[config.mk]
export PLATFORM = sky130hd
export DESIGN_NAME = sbus_frame_mode_decoder_flat
export DESIGN_NICKNAME = d
export VERILOG_FILES = /design/src/sv/sfmd_pkg.sv /design/src/sv/sfmd_if.sv /design/src/sv/sbus_frame_mode_decoder.sv /design/src/sv/sfmd_frame_mem.sv /design/src/sv/sfmd_scaler.sv /design/src/flat_wrapper.sv
export SDC_FILE = /design/constraint.sdc
export NUM_CORES = 2
export LEC_CHECK = 0
export BUFFER_PORTS_ARGS = -buffer_cell sky130_fd_sc_hd__buf_2
export CAP_MARGIN = 20
export CELL_PAD_IN_SITES_DETAIL_PLACEMENT = 0
export CELL_PAD_IN_SITES_GLOBAL_PLACEMENT = 1
export CORE_MARGIN = 1
export CORE_UTILIZATION = 47
export DETAILED_ROUTE_END_ITERATION = 10
export PLACE_DENSITY_LB_ADDON = 0.15
export SKIP_LAST_GASP = 1
export SYNTH_ARGS = -nofsm -noshare
export SYNTH_HDL_FRONTEND = slang
export SYNTH_SLANG_ARGS = --single-unit
[constraint.sdc]
create_clock -name i_clk -period 10.3 [get_ports i_clk]
set_input_delay 0.515 -clock i_clk [delete_from_list [all_inputs] [get_ports i_clk]]
set_output_delay 0.515 -clock i_clk [all_outputs]
set_load 0.02 [all_outputs]
[src/sv/sfmd_pkg.sv]
// ----------------------------------------------------------------------------
// sfmd_pkg
// Shared types, constants and channel layout helpers for the frame decoder.
// ----------------------------------------------------------------------------
`default_nettype none

package sfmd_pkg;

    // frame header codes
    localparam logic [7:0] HDR_RC  = 8'h0F;
    localparam logic [7:0] HDR_EXT = 8'hFF;

    // configuration register indexes
    localparam logic [1:0] CFG_GAIN_FIRST    = 2'd0;
    localparam logic [1:0] CFG_OFFSET_FIRST  = 2'd1;
    localparam logic [1:0] CFG_GAIN_SECOND   = 2'd2;
    localparam logic [1:0] CFG_OFFSET_SECOND = 2'd3;

    localparam logic signed [31:0] GAIN_RESET   = 32'sd65536;
    localparam logic signed [31:0] OFFSET_RESET = 32'sd0;

    // mode values
    localparam logic [5:0] MODE_ZERO  = 6'd0;
    localparam logic [5:0] MODE_DRIVE = 6'd1;
    localparam logic [5:0] MODE_FIXED = 6'd2;
    localparam logic [5:0] MODE_THREE = 6'd3;
    localparam logic [5:0] MODE_FIVE  = 6'd5;
    localparam logic [5:0] MODE_HIGH  = 6'd32;

    // channel command levels and fixed thrust
    localparam logic signed [15:0] CMD_HI       = 16'sd100;
    localparam logic signed [15:0] CMD_LO       = -16'sd100;
    localparam logic signed [15:0] CMD_ZERO     = 16'sd0;
    localparam logic signed [15:0] THRUST_FIXED = -16'sd30;
    localparam logic signed [15:0] THRUST_MIN   = -16'sd32768;
    localparam logic signed [15:0] THRUST_MAX   = 16'sd32767;

    // channel slots: ch1, ch2, ch4, ch5, ch6, ch7
    localparam int NUM_SLOTS = 6;
    localparam logic [2:0] LAST_SLOT_RC  = 3'd5;
    localparam logic [2:0] LAST_SLOT_EXT = 3'd1;

    // shared scaler operations
    typedef logic [2:0] t_scale_op;
    localparam t_scale_op SC_NOP  = 3'd0;
    localparam t_scale_op SC_MUL1 = 3'd1;
    localparam t_scale_op SC_ADD1 = 3'd2;
    localparam t_scale_op SC_MUL2 = 3'd3;
    localparam t_scale_op SC_ADD2 = 3'd4;

    typedef struct packed {
        logic signed [31:0] gain_first;
        logic signed [31:0] offset_first;
        logic signed [31:0] gain_second;
        logic signed [31:0] offset_second;
    } t_scale_cfg;

    // channel number held in a slot
    function automatic logic [2:0] chan_of_slot(input logic [2:0] slot);
        logic [2:0] ch;
        case (slot)
            3'd0:    ch = 3'd1;
            3'd1:    ch = 3'd2;
            3'd2:    ch = 3'd4;
            3'd3:    ch = 3'd5;
            3'd4:    ch = 3'd6;
            default: ch = 3'd7;
        endcase
        return ch;
    endfunction

    // first frame byte of an 11-bit channel
    function automatic logic [3:0] chan_byte_idx(input logic [2:0] ch);
        logic [6:0] bitpos;
        bitpos = 7'(ch) * 7'd11;
        return 4'(7'd1 + (bitpos >> 3));
    endfunction

    // bit offset of the channel inside its first byte
    function automatic logic [2:0] chan_shift(input logic [2:0] ch);
        logic [6:0] bitpos;
        bitpos = 7'(ch) * 7'd11;
        return bitpos[2:0];
    endfunction

endpackage

`default_nettype wire

[src/sv/sfmd_if.sv]
// ----------------------------------------------------------------------------
// sfmd_if
// Valid/ready channels: received bytes in, thrust results out.
// ----------------------------------------------------------------------------
`default_nettype none

interface sfmd_req_if;
    logic       valid;
    logic       ready;
    logic [7:0] rx_byte;
    logic       frame_end;

    modport source (output valid, rx_byte, frame_end, input ready);
    modport sink   (input valid, rx_byte, frame_end, output ready);
endinterface

interface sfmd_rsp_if;
    logic               valid;
    logic               ready;
    logic signed [15:0] thrust_value;
    logic               thruster_side;
    logic               last_result;
    logic [5:0]         current_mode;

    modport source (output valid, thrust_value, thruster_side, last_result,
                    current_mode, input ready);
    modport sink   (input valid, thrust_value, thruster_side, last_result,
                    current_mode, output ready);
endinterface

`default_nettype wire

[src/sv/sbus_frame_mode_decoder.sv]
// ----------------------------------------------------------------------------
// sbus_frame_mode_decoder
// Collects a frame byte by byte, scales its channels and issues thrust
// commands and mode updates at the frame end.
// ----------------------------------------------------------------------------
//  channel   dir  request payload
//  i_req     in   rx_byte[7:0], frame_end
//  o_rsp     out  thrust_value[15:0], thruster_side, last_result, current_mode[5:0]
//  i_cfg_*   in   4 x 32-bit scaling registers, write only
//
//  A non-frame-end byte leaves the decoder idle. An evaluated frame end runs each
//  scaled channel through fetch, multiply, add, multiply, add and store in the
//  shared multiplier/adder (6 channels for header 0x0F, 2 for 0xFF), then a
//  decision, then any results, one per cycle while o_rsp is ready. i_req.ready is
//  low throughout. Sync active-low reset clears only control and cfg state.
// ----------------------------------------------------------------------------
`default_nettype none

module sbus_frame_mode_decoder #(
    parameter int FRAME_LEN = 25
) (
    input  wire logic        i_clk,
    input  wire logic        i_rst_n,
    sfmd_req_if.sink         i_req,
    sfmd_rsp_if.source       o_rsp,
    input  wire logic        i_cfg_we,
    input  wire logic [1:0]  i_cfg_addr,
    input  wire logic [31:0] i_cfg_wdata
);

    import sfmd_pkg::*;

    localparam int CW = $clog2(FRAME_LEN + 1);
    localparam int AW = $clog2(FRAME_LEN);

    localparam logic [3:0] S_IDLE   = 4'd0;
    localparam logic [3:0] S_FETCH  = 4'd1;
    localparam logic [3:0] S_MUL1   = 4'd2;
    localparam logic [3:0] S_ADD1   = 4'd3;
    localparam logic [3:0] S_MUL2   = 4'd4;
    localparam logic [3:0] S_ADD2   = 4'd5;
    localparam logic [3:0] S_STORE  = 4'd6;
    localparam logic [3:0] S_DECIDE = 4'd7;
    localparam logic [3:0] S_OUT_L  = 4'd8;
    localparam logic [3:0] S_OUT_R  = 4'd9;

    logic [3:0]         r_state, n_state;
    logic [CW-1:0]      r_count, n_count;
    logic [5:0]         r_mode, n_mode;
    logic               r_flag, n_flag;
    logic [2:0]         r_slot, n_slot;
    logic [1:0]         r_step, n_step;
    logic [7:0]         r_hdr;
    logic [7:0]         r_byte [3];
    logic signed [15:0] r_chval [NUM_SLOTS];
    logic signed [15:0] r_left, r_right;
    t_scale_cfg         r_cfg;

    logic               req_fire, rsp_fire;
    logic               frame_ok;
    logic               mem_we;
    logic [AW-1:0]      mem_raddr;
    logic [7:0]         mem_rdata;
    logic [2:0]         chan;
    logic [23:0]        win;
    logic [10:0]        raw;
    t_scale_op          sc_op;
    logic signed [15:0] sc_value;
    logic [2:0]         last_slot;
    logic               emit;
    logic signed [15:0] left_val, right_val;

    assign req_fire    = i_req.valid && i_req.ready;
    assign rsp_fire    = o_rsp.valid && o_rsp.ready;
    assign i_req.ready = (r_state == S_IDLE);

    // byte store
    assign mem_we = req_fire && (r_count < CW'(FRAME_LEN));

    sfmd_frame_mem #(
        .DEPTH (FRAME_LEN)
    ) u_mem (
        .i_clk   (i_clk),
        .i_we    (mem_we),
        .i_waddr (r_count[AW-1:0]),
        .i_wdata (i_req.rx_byte),
        .i_raddr (mem_raddr),
        .o_rdata (mem_rdata)
    );

    // channel fetch address and bit extraction
    assign chan      = chan_of_slot(r_slot);
    assign mem_raddr = AW'(chan_byte_idx(chan)) + AW'(r_step);
    assign win       = {r_byte[2], r_byte[1], r_byte[0]};
    assign raw       = 11'(win >> chan_shift(chan));
    assign last_slot = (r_hdr == HDR_RC) ? LAST_SLOT_RC : LAST_SLOT_EXT;

    // scaler operation follows the sequencer state
    always_comb begin
        case (r_state)
            S_MUL1:  sc_op = SC_MUL1;
            S_ADD1:  sc_op = SC_ADD1;
            S_MUL2:  sc_op = SC_MUL2;
            S_ADD2:  sc_op = SC_ADD2;
            default: sc_op = SC_NOP;
        endcase
    end

    sfmd_scaler u_scaler (
        .i_clk   (i_clk),
        .i_op    (sc_op),
        .i_raw   (raw),
        .i_cfg   (r_cfg),
        .o_value (sc_value)
    );

    // frame end with the right length and a header that does something
    assign frame_ok = (r_count == CW'(FRAME_LEN - 1)) &&
                      ((r_hdr == HDR_RC) ||
                       ((r_hdr == HDR_EXT) && (r_mode == MODE_DRIVE) && r_flag));

    // thrust decision and mode update
    always_comb begin
        emit      = 1'b1;
        left_val  = (r_chval[0] == THRUST_MIN) ? THRUST_MAX : -r_chval[0];
        right_val = r_chval[1];
        n_mode    = r_mode;
        n_flag    = r_flag;
        if (r_hdr == HDR_RC) begin
            if ((r_mode == MODE_DRIVE) && !r_flag) begin
                emit = 1'b1;
            end else if (r_mode == MODE_ZERO) begin
                left_val  = CMD_ZERO;
                right_val = CMD_ZERO;
            end else if (r_mode == MODE_FIXED) begin
                left_val  = THRUST_FIXED;
                right_val = THRUST_FIXED;
            end else begin
                emit = 1'b0;
            end
            if ((r_chval[2] == CMD_HI) && !r_flag) begin
                n_mode = MODE_THREE;
            end else if ((r_chval[3] == CMD_HI) && !r_flag) begin
                n_mode = MODE_DRIVE;
            end else if ((r_chval[4] == CMD_HI) && !r_flag) begin
                n_mode = MODE_HIGH;
            end else if ((r_chval[4] == CMD_LO) && !r_flag) begin
                n_mode = MODE_FIXED;
            end else if (r_chval[5] == CMD_HI) begin
                n_mode = MODE_FIVE;
            end else if (r_chval[5] == CMD_LO) begin
                n_flag = 1'b1;
            end else if (r_chval[5] == CMD_ZERO) begin
                n_flag = 1'b0;
                n_mode = MODE_ZERO;
            end
        end
    end

    // sequencer next state
    always_comb begin
        n_state = r_state;
        n_count = r_count;
        n_slot  = r_slot;
        n_step  = r_step;
        case (r_state)
            S_IDLE: begin
                if (req_fire) begin
                    if (i_req.frame_end) begin
                        n_count = '0;
                        n_slot  = '0;
                        n_step  = '0;
                        if (frame_ok) begin
                            n_state = S_FETCH;
                        end
                    end else if (r_count < CW'(FRAME_LEN)) begin
                        n_count = r_count + 1'b1;
                    end
                end
            end
            S_FETCH: begin
                n_step = r_step + 1'b1;
                if (r_step == 2'd3) begin
                    n_state = S_MUL1;
                end
            end
            S_MUL1:  n_state = S_ADD1;
            S_ADD1:  n_state = S_MUL2;
            S_MUL2:  n_state = S_ADD2;
            S_ADD2:  n_state = S_STORE;
            S_STORE: begin
                n_step = '0;
                if (r_slot == last_slot) begin
                    n_state = S_DECIDE;
                end else begin
                    n_slot  = r_slot + 1'b1;
                    n_state = S_FETCH;
                end
            end
            S_DECIDE: n_state = emit ? S_OUT_L : S_IDLE;
            S_OUT_L:  if (rsp_fire) n_state = S_OUT_R;
            S_OUT_R:  if (rsp_fire) n_state = S_IDLE;
            default:  n_state = S_IDLE;
        endcase
    end

    // control registers
    always_ff @(posedge i_clk) begin
        if (!i_rst_n) begin
            r_state <= S_IDLE;
            r_count <= '0;
            r_mode  <= MODE_ZERO;
            r_flag  <= 1'b0;
            r_slot  <= '0;
            r_step  <= '0;
        end else begin
            r_state <= n_state;
            r_count <= n_count;
            r_slot  <= n_slot;
            r_step  <= n_step;
            if ((r_state == S_DECIDE) && (r_hdr == HDR_RC)) begin
                r_mode <= n_mode;
                r_flag <= n_flag;
            end
        end
    end

    // configuration registers
    always_ff @(posedge i_clk) begin
        if (!i_rst_n) begin
            r_cfg.gain_first    <= GAIN_RESET;
            r_cfg.offset_first  <= OFFSET_RESET;
            r_cfg.gain_second   <= GAIN_RESET;
            r_cfg.offset_second <= OFFSET_RESET;
        end else if (i_cfg_we) begin
            case (i_cfg_addr)
                CFG_GAIN_FIRST:    r_cfg.gain_first    <= i_cfg_wdata;
                CFG_OFFSET_FIRST:  r_cfg.offset_first  <= i_cfg_wdata;
                CFG_GAIN_SECOND:   r_cfg.gain_second   <= i_cfg_wdata;
                CFG_OFFSET_SECOND: r_cfg.offset_second <= i_cfg_wdata;
                default: ;
            endcase
        end
    end

    // payload registers: header, fetched bytes, channel values, results
    always_ff @(posedge i_clk) begin
        if (req_fire && (r_count == '0)) begin
            r_hdr <= i_req.rx_byte;
        end
        if ((r_state == S_FETCH) && (r_step != 2'd0)) begin
            r_byte[r_step - 2'd1] <= mem_rdata;
        end
        if (r_state == S_STORE) begin
            r_chval[r_slot] <= sc_value;
        end
        if (r_state == S_DECIDE) begin
            r_left  <= left_val;
            r_right <= right_val;
        end
    end

    // result channel
    assign o_rsp.valid         = (r_state == S_OUT_L) || (r_state == S_OUT_R);
    assign o_rsp.thrust_value  = (r_state == S_OUT_R) ? r_right : r_left;
    assign o_rsp.thruster_side = (r_state == S_OUT_R);
    assign o_rsp.last_result   = (r_state == S_OUT_R);
    assign o_rsp.current_mode  = r_mode;

    // a taken left result is followed straight away by the right one
    a_pair_order: assert property (@(posedge i_clk) disable iff (!i_rst_n)
        (rsp_fire && !o_rsp.last_result) |=>
            (o_rsp.valid && o_rsp.last_result && o_rsp.thruster_side))
        else $error("right result did not follow left result");

    // no byte is taken while a result is pending
    a_no_req_on_rsp: assert property (@(posedge i_clk) disable iff (!i_rst_n)
        o_rsp.valid |-> !i_req.ready)
        else $error("byte accepted while result pending");

    // byte count never passes the frame length
    a_count_bound: assert property (@(posedge i_clk) disable iff (!i_rst_n)
        r_count <= CW'(FRAME_LEN))
        else $error("byte count beyond frame length");

    // mode changes only out of the decision step
    a_mode_hold: assert property (@(posedge i_clk) disable iff (!i_rst_n)
        (r_state != S_DECIDE) |=> $stable(r_mode))
        else $error("mode changed outside decision");

endmodule

`default_nettype wire

[src/sv/sfmd_frame_mem.sv]
// ----------------------------------------------------------------------------
// sfmd_frame_mem
// Frame byte store, one write port and one registered read port.
// ----------------------------------------------------------------------------
`default_nettype none

module sfmd_frame_mem #(
    parameter int DEPTH = 25
) (
    input  wire logic                     i_clk,
    input  wire logic                     i_we,
    input  wire logic [$clog2(DEPTH)-1:0] i_waddr,
    input  wire logic [7:0]               i_wdata,
    input  wire logic [$clog2(DEPTH)-1:0] i_raddr,
    output logic      [7:0]               o_rdata
);

    logic [7:0] r_mem [DEPTH];

    // write port
    always_ff @(posedge i_clk) begin
        if (i_we) begin
            r_mem[i_waddr] <= i_wdata;
        end
    end

    // registered read port
    always_ff @(posedge i_clk) begin
        o_rdata <= r_mem[i_raddr];
    end

endmodule

`default_nettype wire

[src/sv/sfmd_scaler.sv]
// ----------------------------------------------------------------------------
// sfmd_scaler
// Shared multiply / add-saturate unit for the two Q16.16 scaling passes.
// ----------------------------------------------------------------------------
`default_nettype none

module sfmd_scaler (
    input  wire logic                  i_clk,
    input  wire sfmd_pkg::t_scale_op   i_op,
    input  wire logic [10:0]           i_raw,
    input  wire sfmd_pkg::t_scale_cfg  i_cfg,
    output logic signed [15:0]         o_value
);

    import sfmd_pkg::*;

    logic signed [63:0] r_prod;
    logic signed [31:0] r_acc;

    logic signed [32:0] mul_a;
    logic signed [31:0] mul_b;
    logic signed [64:0] mul_p;
    logic signed [63:0] add_a;
    logic signed [31:0] add_b;
    logic               add_rnd;
    logic signed [63:0] sum;
    logic signed [31:0] sum_sat;

    // multiplier operands: raw channel by first gain, or first result by second gain
    always_comb begin
        if (i_op == SC_MUL1) begin
            mul_a = {22'b0, i_raw};
            mul_b = i_cfg.gain_first;
        end else begin
            mul_a = {r_acc[31], r_acc};
            mul_b = i_cfg.gain_second;
        end
        mul_p = mul_a * mul_b;
    end

    // adder: offset add, with shift and round toward zero on the second pass
    always_comb begin
        if (i_op == SC_ADD1) begin
            add_a   = r_prod;
            add_b   = i_cfg.offset_first;
            add_rnd = 1'b0;
        end else begin
            add_a   = r_prod >>> 16;
            add_b   = i_cfg.offset_second;
            add_rnd = r_prod[63] && (r_prod[15:0] != 16'd0);
        end
        sum = add_a + {{32{add_b[31]}}, add_b} + 64'(add_rnd);
        if (sum[63:31] != {33{sum[31]}}) begin
            sum_sat = sum[63] ? 32'sh8000_0000 : 32'sh7FFF_FFFF;
        end else begin
            sum_sat = sum[31:0];
        end
    end

    // working registers
    always_ff @(posedge i_clk) begin
        case (i_op)
            SC_MUL1, SC_MUL2: r_prod <= mul_p[63:0];
            SC_ADD1, SC_ADD2: r_acc  <= sum_sat;
            default: ;
        endcase
    end

    // integer part, truncated toward zero
    assign o_value = r_acc[31:16] + 16'(r_acc[31] && (r_acc[15:0] != 16'd0));

endmodule

`default_nettype wire
[src/flat_wrapper.sv]
// flat-port wrapper written by rule: the top's interface ports become plain ports
module sbus_frame_mode_decoder_flat import sfmd_pkg::*;
#(
    parameter int FRAME_LEN = 25
)
  (i_clk, i_rst_n, i_cfg_we, i_cfg_addr, i_cfg_wdata, i_req_valid, i_req_rx_byte, i_req_frame_end, i_req_ready, o_rsp_valid, o_rsp_thrust_value, o_rsp_thruster_side, o_rsp_last_result, o_rsp_current_mode, o_rsp_ready);
  sfmd_req_if i_req_i ();
  sfmd_rsp_if o_rsp_i ();
  input  wire logic i_clk;
  input  wire logic i_rst_n;
  input  wire logic i_cfg_we;
  input  wire logic [1:0] i_cfg_addr;
  input  wire logic [31:0] i_cfg_wdata;
  input wire logic [$bits(i_req_i.valid)-1:0] i_req_valid;
  input wire logic [$bits(i_req_i.rx_byte)-1:0] i_req_rx_byte;
  input wire logic [$bits(i_req_i.frame_end)-1:0] i_req_frame_end;
  output wire logic [$bits(i_req_i.ready)-1:0] i_req_ready;
  output wire logic [$bits(o_rsp_i.valid)-1:0] o_rsp_valid;
  output wire logic [$bits(o_rsp_i.thrust_value)-1:0] o_rsp_thrust_value;
  output wire logic [$bits(o_rsp_i.thruster_side)-1:0] o_rsp_thruster_side;
  output wire logic [$bits(o_rsp_i.last_result)-1:0] o_rsp_last_result;
  output wire logic [$bits(o_rsp_i.current_mode)-1:0] o_rsp_current_mode;
  input wire logic [$bits(o_rsp_i.ready)-1:0] o_rsp_ready;
  assign i_req_i.valid = i_req_valid;
  assign i_req_i.rx_byte = i_req_rx_byte;
  assign i_req_i.frame_end = i_req_frame_end;
  assign i_req_ready = i_req_i.ready;
  assign o_rsp_valid = o_rsp_i.valid;
  assign o_rsp_thrust_value = o_rsp_i.thrust_value;
  assign o_rsp_thruster_side = o_rsp_i.thruster_side;
  assign o_rsp_last_result = o_rsp_i.last_result;
  assign o_rsp_current_mode = o_rsp_i.current_mode;
  assign o_rsp_i.ready = o_rsp_ready;
  sbus_frame_mode_decoder #(.FRAME_LEN(FRAME_LEN)) u_core (.i_clk(i_clk), .i_rst_n(i_rst_n), .i_req(i_req_i), .o_rsp(o_rsp_i), .i_cfg_we(i_cfg_we), .i_cfg_addr(i_cfg_addr), .i_cfg_wdata(i_cfg_wdata));
endmodule
### After elaboration in Yosys (flattened, before gate mapping)

Memories as Yosys holds them, arrays and structs flattened. A register that Yosys moved wholly into a read port is not among the register bits.
Index checks and enable logic that the tools add are counted.
W data, S select, Z words.

* register bits: 285
* latch bits: 0
* memory bits (writable): 320
* bits in read-only memories: 0
* output and inout bits: 26
* logic and storage cells: 182
* memories: 3

Memories
* u_core.u_mem.r_mem: words 25, bits a word 8, read ports 1, clocked after Yosys merged registers in 1, write ports 1, RTL line sfmd_frame_mem.sv:18 `logic [7:0] r_mem [DEPTH];`
* u_core.r_chval: words 6, bits a word 16, read ports 6, clocked after Yosys merged registers in 0, write ports 1, RTL line sbus_frame_mode_decoder.sv:55 `logic signed [15:0] r_chval [NUM_SLOTS];`
* u_core.r_byte: words 3, bits a word 8, read ports 3, clocked after Yosys merged registers in 0, write ports 1, RTL line sbus_frame_mode_decoder.sv:54 `logic [7:0] r_byte [3];`

* add/sub/neg operators: 10
* multipliers: 2
* div/mod/pow operators: 0
* $lt $le $gt $ge: 1
* equality and inequality tests: 43
* shift-type cells: 1
* multiplexer cells: 57
* bitwise logic cells: 5
* reduce and logical (&&, ||, !) cells: 45

Operator list (count)
* $mux W16: 10
* $mux W32: 4
* $eq A16 B8 Y1 const B: 6
* $add A64 B1 Y64: 1
* $add A64 B64 Y64: 1
* $mul A33 B32 Y64: 1
* $mux W63: 1
* $mux W6: 7
* $pmux W4 S10: 1
* $mux W33: 1
* $ne A32 B32 Y1: 1
* $reduce_bool A16 Y1: 2
* $mux W4: 7
* $shr A24 B3 Y11: 1
* $add A16 B1 Y16: 1
* $eq A16 B16 Y1 const B: 1
* $eq A4 B3 Y1 const B: 4
* $logic_and A1 B1 Y1: 16
* $logic_not A16 Y1: 1
* $neg A16 Y16: 1
* $mux W3: 5
* $pmux W3 S5: 1
* $mux W1: 13
* $eq A3 B2 Y1 const B: 4
* 46 further kinds: 73

### Depth between registers and ports, before layout

* word-level depth: 9
* gate-level depth with buffers: 44

### Modules after synthesis

A second synthesis with hierarchy kept.

* cells, all modules: 6490
* area, all modules: 65313.9 sq um

Modules (own cells, without submodules)
* sfmd_scaler: instances 1, cells an instance 4916, area an instance 45247.1 sq um, seq. area each 2882.8 sq um
* sbus_frame_mode_decoder: instances 1, cells an instance 1114, area an instance 11969.0 sq um, seq. area each 7567.3 sq um
* sfmd_frame_mem: instances 1, cells an instance 460, area an instance 8097.8 sq um, seq. area each 6165.9 sq um

### Worst setup path before layout

No wires, ideal clock.

* kind: register -> register
* from: reg u_core.r_slot[0]
* to: reg u_core.u_scaler.r_prod[60], data pin
* setup time: 258 ps
* arrival time: 11129 ps
* data required time: 10042 ps
* setup slack: -1087 ps
* cell stages (with the launch flop): 39
* path buffers: 5
* clock period less this slack: 11387 ps
* path through: dfxtp_1 -> clkbuf_1 -> inv_1 -> ha_1 -> or3_1 -> a21oi_1 -> buf_1 -> clkbuf_1 -> nor2b_1 -> ha_1 -> clkbuf_1 -> mux4_2 -> o21ai_1 -> clkbuf_1 -> nand2_1 -> fa_1 -> inv_1 -> fa_1 -> [... 3 more ...] -> inv_1 -> fa_1 -> fa_1 -> fa_1 -> fa_1 -> ha_1 -> a21oi_1 -> o21ai_0 -> a221oi_1 -> nor3_1 -> a211oi_1 -> o21ai_0 -> a31oi_1 -> o311a_1 -> o21ai_0 -> a31oi_1 -> o21bai_1 -> xnor2_1

* longest elaborated chain between the ends: 6

Ends and longest elaborated chain
* start: declaration: RTL line sbus_frame_mode_decoder.sv:51 `logic [2:0] r_slot, n_slot;`
* start signal: assignment: RTL line sbus_frame_mode_decoder.sv:219 `r_slot <= n_slot;`
* $eq A3 B3 Y1, or another cell as far along: RTL line sfmd_pkg.sv:61 `case (slot)`
* $pmux W3 S5 (*): RTL line sfmd_pkg.sv:61
* $mul A3 B4 Y7 (*)
* $shr A24 B3 Y11 (*): RTL line sbus_frame_mode_decoder.sv:95 `assign raw = 11'(win >> chan_shift(chan));`
* $mux W33 (*): RTL line sfmd_scaler.sv:31 `if (i_op == SC_MUL1) begin`
* $mul A33 B32 Y64 (*): RTL line sfmd_scaler.sv:38 `mul_p = mul_a * mul_b;`
* net u_core.u_scaler.mul_p[60]: RTL line sfmd_scaler.sv:22 `logic signed [64:0] mul_p;`
* end signal: assignment: RTL line sfmd_scaler.sv:63 `SC_MUL1, SC_MUL2: r_prod <= mul_p[63:0];`
* end: declaration: RTL line sfmd_scaler.sv:17 `logic signed [63:0] r_prod;`

Mark *: on every way through the listed nets, which the timed path passes. The rest lies on a longest branch.
A chain may end at the register's enable or synchronous reset.

### Final worst setup path

* from: reg u_core.r_slot[1]
* to: reg u_core.u_scaler.r_prod[62], data pin

Same word-level chain as after synthesis.

==> impl_metrics.tcl <==
set metrics [dict create \
    clk_pin_slew_ps 70 \
    avgSynthCellArea_um2 9.875 \
    status "finished clean" \
    synthTopCellsByArea "fa_1 34%, edfxtp_1 19%, nand2_1 7.5%" \
    hold_viol_final 0 \
    hold_path.class "input port to flip-flop" \
    grt_max_degree 83 \
    arrival_ps 10460 \
    yosys.area.top_type "fa_1" \
    cellPowerDensity_nw_per_um2 147.3 \
    startpoint_type "flip-flop" \
    fp.dieArea_um2 138700 \
    finalMaxSlewViolations 0 \
    drc 0 \
    nFillCells 12570 \
    ctsHoldBuffers 0 \
    cp.buffers_inverters 8 \
    hold_slack_ps 159.4 \
    post-synth-top-count-cell "nand2_1" \
    seq_area_frac_synth 0.2428 \
    worstSetupPathType "flip-flop to flip-flop" \
    io_buffers 71 \
    power.switching_mw 4.250 \
    core-area_um2 135800 \
    synth_commonest_cells "1,285 x nand2_1, 1,086 x fa_1, 1,060 x inv_1, 418 x edfxtp_1, 328 x nor2_1" \
    cts_tree "yes" \
    ys_ff_latch 573 \
    cp_common_cell "fa_1" \
    critPathTopFamily "adder cells" \
    switching_share 0.4102 \
    comb_power_share 0.531 \
    finalWirelength_mm 208.1 \
    numCtsBuffers 59 \
    power.share.clock 0.212 \
    die_y_um 372.4 \
    fin_nets 8004 \
    synthCells 6529 \
    finClkSkew_ps 46.45 \
    synth_flop_cell "edfxtp_1" \
    place_ws_ps -199.6 \
    dr_total_vias 47560 \
    initial_core_util 0.4748 \
    fin_crit_sh 0.9675 \
    internal_power_mw 6.110 \
    rows 135 \
    syn_to_final_growth_pct 9.060 \
    ios 74 \
    grt.total_usage 0.3072 \
    cpMaxStageDelayCell "fa_1" \
    cp.required_ps 10790 \
    synth-async-reset-ratio 0 \
    cts.sinks 573 \
    synth.distinct_cells 96 \
    layout-drive-gt1-share 0.1019 \
    htreeDepth 2 \
    antenna_found_initial 10 \
    crit_fanout 15 \
    p_leak_nw 30.92 \
    synth_warnings 0 \
    drt-initial-drc-count 3982 \
    gp_congestion 0.9537 \
    clockBufferDepth 3 \
    dp_hpwl_mm 166.8 \
    fmax_ghz 0.1004 \
    cts_root_buf "clkbuf_16" \
    wl_per_cell_um 24.69 \
    die_w_um 372.4 \
    yosysTopAreaCellShare 0.3372 \
    irDropWorstVdd_uv 216.3 \
    postLayoutSetupSlackWorst_ps 334.8 \
    finalSetupViolCount 0 \
    rsz0062_at_grt "yes" \
    period_needed_ps 9965 \
    power_frac_seq 0.257 \
    grt.overflow.total 0 \
    drtPass1Iterations 6 \
    grt_pass1_wl_mm 314.6 \
    tightest_slew_ps 1082 \
    grt_pass1_vias 49180 \
    crit_path_max_incr_delay_ps 560 \
    drv_cap 0 \
    setup_tns_ps 0 \
    syn_area_um2 64480 \
    worst_setup_path_end_kind "flip-flop" \
    ant_nets 0 \
    clk_latency_ps 660 \
    vias_per_cell 5.643 \
    slew_headroom 0.2722 \
    synth_edf_count 418 \
]
## worst min-delay path, delay by kind of cell
family | cells | cell delay [ps]
AO/OA/AOI/OAI | 1 | 60
buffers and inverters | 1 | 130
AND/OR/NAND/NOR | 1 | 50
## final cells by class
class	count	area, µm²	area share
diodes	1	2.502	0.00003559
clock buffers	72	1541	0.02192
clock inverters	37	446.7	0.006352
inverters	1060	3979	0.05658
multi-input cells	4546	43740	0.6221
flip-flops and latches	573	15660	0.2227
well taps	1781	2228	0.03169
repair buffers	359	2719	0.03866
## kinds of logic after synthesis
family / share of synthesized area
adder cells (fa/ha/maj): 0.3898
AND/OR/NAND/NOR: 0.1467
multiplexers: 0.03662
other: 0.00005816
flip-flops: 0.2428
buffers and inverters: 0.08335
AO/OA/AOI/OAI: 0.07842
XOR/XNOR: 0.02226
## per-layer routing
layer / wire [µm] / global-route usage
met4: 8296 / 0.1020
met1: 89790 / 0.4319
met2: 96300 / 0.4954
met5: 20 / 0
met3: 13740 / 0.03578
## through the flow
step	utilization	power, mW	cell area (µm²)	instances
floorplan	-	5.894	64520	6530
global placement	0.5015	8.001	68100	8309
detailed placement	0.5015	8.053	68110	8310
CTS	0.5165	10.27	70140	8420
global route	0.5178	10.93	70320	8428
finish	0.5178	10.36	70320	8429
## placed cells by master, fill, tap and decap left out, drive strengths merged, types with 68 or more instances in the layout
cell	n
a21boi	133
ha	271
inv	1060
a21o	68
nand2	1285
a21oi	165
buf	359
and3	178
o21a	69
dfxtp	155
o21ai	95
edfxtp	418
xnor2	117
nor2	329
fa	1086
clkbuf	72
## sequential cells by signal, indices dropped and copies added (netlist names)
register and count:
u_core.o_rsp.current_mode 4, u_core.r_byte 18, u_core.r_cfg 128, u_core.r_chval 96, u_core.r_count 5, u_core.r_flag 1
u_core.r_hdr 8, u_core.r_left 16, u_core.r_right 16, u_core.r_slot 3, u_core.r_state 4, u_core.r_step 2
u_core.u_mem.o_rdata 8, u_core.u_mem.r_mem 168, u_core.u_scaler.r_acc 32, u_core.u_scaler.r_prod 64
## worst paths after layout
kind	startpoint	end	slack, ps	cells past startpoint
min reg2reg	u_core.u_mem.o_rdata[7]	u_core.r_byte[1][7]	410	0
max	u_core.r_slot[1]	u_core.u_scaler.r_prod[62]	330	38
max reg2reg	u_core.r_slot[1]	u_core.u_scaler.r_prod[62]	330	38
min	i_cfg_wdata[7]	u_core.r_cfg[103]	160	3
## repair_timing
| item | 4_1_cts | 5_1_grt |
|---|---|---|
| endpoints found under the hold margin | 0 | 0 |
| setup buffers | 1 | 7 |
| gates resized for setup | 4 | 27 |
| setup endpoints to repair | 9 | 21 |
| pin swaps | 1 | 4 |
## power groups by stage
stage,logic (mW),clock network (mW),registers (mW)
after CTS,5.38,2.22,2.66
after global routing,5.96,2.31,2.67
after floorplan,3.19,0,2.71
after detailed placement,5.34,0,2.71
after global placement,5.29,0,2.71
final,5.50,2.19,2.67
No activity file was read; power rests on OpenSTA's default activity.
